[src/rtl/satt_pkg.sv]
// Shared types and constants for the set-associative transposition table.
`default_nettype none
package satt_pkg;
  localparam logic [1:0] EXACT_BOUND = 2'd3;
  localparam logic [7:0] AGE_WRAP = 8'd3;
  localparam logic [7:0] AGE_BITS = 8'hFC;
  localparam logic OP_PROBE = 1'b0;
  localparam logic OP_STORE = 1'b1;

  typedef struct packed {
    logic capture;
    logic write_back;
    logic clear;
  } satt_cmd_t;

  typedef struct packed {
    logic clear_done;
  } satt_status_t;
endpackage
`default_nettype wire

[src/rtl/satt_ctrl.sv]
// Controller state machine for the transposition table.
`default_nettype none
module satt_ctrl (
  input  wire logic                 clk,
  input  wire logic                 rst,
  input  wire logic                 in_valid,
  output logic                      in_stall,
  output logic                      out_valid,
  input  wire logic                 out_stall,
  input  wire satt_pkg::satt_status_t status,
  output satt_pkg::satt_cmd_t       cmd
);
  typedef enum logic [1:0] {CLEAR, IDLE, READ, HOLD} state_t;
  state_t state;

  assign in_stall = (state != IDLE) || (out_valid && out_stall);
  assign cmd.capture = (state == IDLE) && in_valid && !in_stall;
  assign cmd.write_back = (state == READ);
  assign cmd.clear = (state == CLEAR);

  always_ff @(posedge clk) begin
    if (rst) begin
      state <= CLEAR;
      out_valid <= 1'b0;
    end else begin
      if (out_valid && !out_stall) begin
        out_valid <= 1'b0;
      end
      unique case (state)
        CLEAR: begin
          if (status.clear_done) begin
            state <= IDLE;
          end
        end
        IDLE: begin
          if (cmd.capture) begin
            state <= READ;
          end
        end
        READ: begin
          state <= IDLE;
          out_valid <= 1'b1;
        end
        HOLD: state <= IDLE;
        default: state <= IDLE;
      endcase
    end
  end
endmodule
`default_nettype wire

[config.mk]
export PLATFORM = sky130hd
export DESIGN_NAME = satt_ctrl
export DESIGN_NICKNAME = d
export VERILOG_FILES = /design/src/rtl/satt_pkg.sv /design/src/rtl/satt_ctrl.sv
export SDC_FILE = /design/constraint.sdc
export NUM_CORES = 1
export LEC_CHECK = 0
export BUFFER_PORTS_ARGS = -buffer_cell sky130_fd_sc_hd__buf_2
export CAP_MARGIN = 20
export CORE_AREA = 3 3 40 42
export DETAILED_ROUTE_END_ITERATION = 7
export DIE_AREA = 0 0 43 45
export RECOVER_POWER = 100
export SLEW_MARGIN = 20
export SYNTH_ARGS = -nofsm -noshare
export SYNTH_HDL_FRONTEND = slang
export SYNTH_SLANG_ARGS = --single-unit
export TNS_END_PERCENT = 30
[constraint.sdc]
create_clock -name clk -period 2.2 [get_ports clk]
set_input_delay 0.11 -clock clk [delete_from_list [all_inputs] [get_ports clk]]
set_output_delay 0.11 -clock clk [all_outputs]
set_load 0.01 [all_outputs]
==> results.md <==
* Worst-path clk slew at around 0.040 ns
* Num ports at 10
* Hold Path End: out_valid
* Initial Utilization at 0.0974
* Die Area at 1940 µm²
* Remaining Overflow, GRT at 0
* CP max FO at 4
* Top-area cell type share of the netlist area at 0.480
* Crit-path slowest cell: dfxtp_1
* Die width at 43 µm
* Hold crit path type: input pin to flip-flop
* Reg2reg end: state[1]
* DR WL/cell at a little over 8 µm
* Cell area after layout at 206 µm²
* CTS tree: yes
* Pwr Density at about 860 nW/µm²
* Hold_buf cts at 0
* Cell area after synthesis at 125 µm²
* GRT Overall Usage at 0.0416
* Via count at roughly 140
* Clock Path Buffers at 2
* Fmax at about 780 MHz
* Final ANT Viol Nets at 0
* Number of clock sinks at 3
* Clock Power Share at 0.543
* Global-route wire length before repair at between 400 and 500 µm
* Period utilization at 0.582
* Die H at approximately 45 µm
* Slew HR at 0.828
* Register area at ~60 µm²
* Status: finished clean
* DRT Pass-1 Iters at 2
* Vias per inst at approximately 3.3
* Post-DP Area at 189 µm²
* Share of cells above drive strength 1 at 0.259
* Unrepaired setup endpoints after global routing: false
* Worst-case vdd ir drop at 0.132 mV
* Total core area at approximately 1300 µm²
* Total CTS buffers at 3
* Post-CTS Repair Setup Buffers at 0
* CP Capture Type: output port
* Row cnt at 13
* Root Buffer: clkbuf_4
* P_leak at approximately 0.095 nW
* DR iter-0 viols at 3
* Area of the multi-input gates at 58.8 µm²
* Layout Cells excl Fill at between 40 and 50
* Worst Setup Start Kind: flip-flop
* Hold Path Origin: rst
* Min Tclk post-route at roughly 1.3 ns
* FF-to-FF Start: state[0]
* Power consumption at 0.000177 W
* Synth warnings at 0
* Cells after Synth at 14
* WL final at around 340 µm
* Dpl cells at 38
* Final number of hold-violating endpoints at 0
* Fin nets at 33
* Htree depth at 1
* Sequential share of power at 0.338
* Area grow syn2layout at 65.0%
* Syn Area/Cell at around 9 µm²
* Worst-margin pin slew at ~0.26 ns
* Largest net degree at the start of global routing at 6
* Seq/Total Area, Yosys at 0.480
* Fillers at 150
* R2R cell count at 2
* Crit path required time at roughly 2.1 ns
* Clock Skews at ~0.0022 ns
* Max-Cap Viols at 0
* Worst setup margin at slightly above 0.9 ns
* Synth area leaders: dfxtp_1 48%, and4b_1 8.0%, a311oi_1 7.0%
* Max-slew violation count at 0
* # setup viols final at 0
* Drc violations at 0
* Most common cell after layout, fill and taps aside: clkbuf_1
* I/O Buffers at 9
* Ant diodes at 0
* Final setup TNS at 0 ns
* Flops & latches, synth at 3
* Crit-path max cell delay at ~0.34 ns
* Switch Pwr at between 0.00004 and 0.00005 W
* Flop2flop setup slack at approximately 1.3 ns
* CP cell instances: nor2b_1 > and3_1 > clkbuf_1
* WP data arrival at about 1.2 ns
* Comb pwr share at 0.119
* Number of global-route vias before repair at 133
* Worst-skew pair later-pin latency at between 0.2 and 0.25 ns
* Cell accounting for the most synthesized area: dfxtp_1
* Switching share of power at 0.235
* Antenna violations before repair at 0
* Setup WS pre-CTS at 1.27 ns
* Gp weighted congestion at between 0.6 and 0.7
* Post-CTS resize count at 0
* Hold Path Depth at 2
* Int Pwr at around 0.00014 W
* Critical path class: flip-flop to output port
* Post-synth cell types at 11
* Mapped Nets at 19
* Commonest non-fill, non-tap cells in the layout: 6 x clkbuf_1, 4 x buf_2, 3 x clkbuf_4, 3 x dfxtp_1, 2 x nand2_1
-- power by group through the flow --
| stage | logic, W | registers [W] | clock network (W) |
|---|---|---|---|
| final | 0.0000211 | 0.0000597 | 0.0000959 |
| after global routing | 0.0000232 | 0.0000601 | 0.000101 |
| after global placement | 0.0000230 | 0.0000605 | 0 |
| after floorplan | 0.0000117 | 0.0000606 | 0 |
| after detailed placement | 0.0000231 | 0.0000606 | 0 |
| after CTS | 0.0000233 | 0.0000598 | 0.0000987 |
-- worst max-delay path, delay by kind of cell, from the launching register on --
kind | cells | cell delay (ns)
flops | 1 | 0.34
buf+inv | 1 | 0.15
simple gates | 2 | 0.46
-- logic make-up after synthesis --
group / synth area share
buffers and inverters: 0.0300
AO/OA/AOI/OAI: 0.110
flip-flops: 0.480
AND/OR/NAND/NOR: 0.380
-- worst max-delay path by stage --
| stage | from | end | slack, ns | depth (start not counted) |
|---|---|---|---|---|
| CTS | state[0] | cmd[2] | 1.02 | 3 |
| finish | state[0] | cmd[2] | 0.92 | 3 |
| global route | state[0] | cmd[2] | 0.86 | 3 |
| detailed placement | state[0] | cmd[2] | 1.27 | 3 |
| floorplan | state[0] | cmd[2] | 1.38 | 2 |
| global placement | state[0] | cmd[2] | 1.29 | 3 |
-- state kept, by name, indices dropped and copies added, names as in the netlist --
signal / count
state: 2
out_valid: 1
-- layout make-up --
cell class | count | share of cell area
Timing Repair Buffer | 9 | 0.188
Sequential cell | 3 | 0.291
Inverter | 1 | 0.0182
Clock buffer | 4 | 0.127
Multi-Input combinational cell | 10 | 0.285
Tap cell | 15 | 0.0909
-- cell usage after synthesis --
| master | instances |
|---|---|
| nand2b_1 | 1 |
| inv_1 | 1 |
| and4b_1 | 1 |
| nor2_1 | 1 |
| dfxtp_1 | 3 |
| nand2_1 | 2 |
| a21oi_1 | 1 |
| and3_1 | 1 |
| nor3_1 | 1 |
| a311oi_1 | 1 |
| nor2b_2 | 1 |
-- stage by stage --
stage	hold WS, ns	utilization
4_1_cts	0.0728	0.167
2_1_floorplan	0.179	-
6_report	0.0743	0.161
3_3_place_gp	0.304	0.147
5_1_grt	0.0872	0.161
3_5_place_dp	0.310	0.147
-- layer usage --
layer | global-route usage | part of all wire
met5 | 0 | 0
met4 | 0.0723 | 0
met3 | 0.0279 | 0.13
met2 | 0.0419 | 0.38
met1 | 0.0409 | 0.48
No activity file was read; power rests on OpenSTA's default activity.
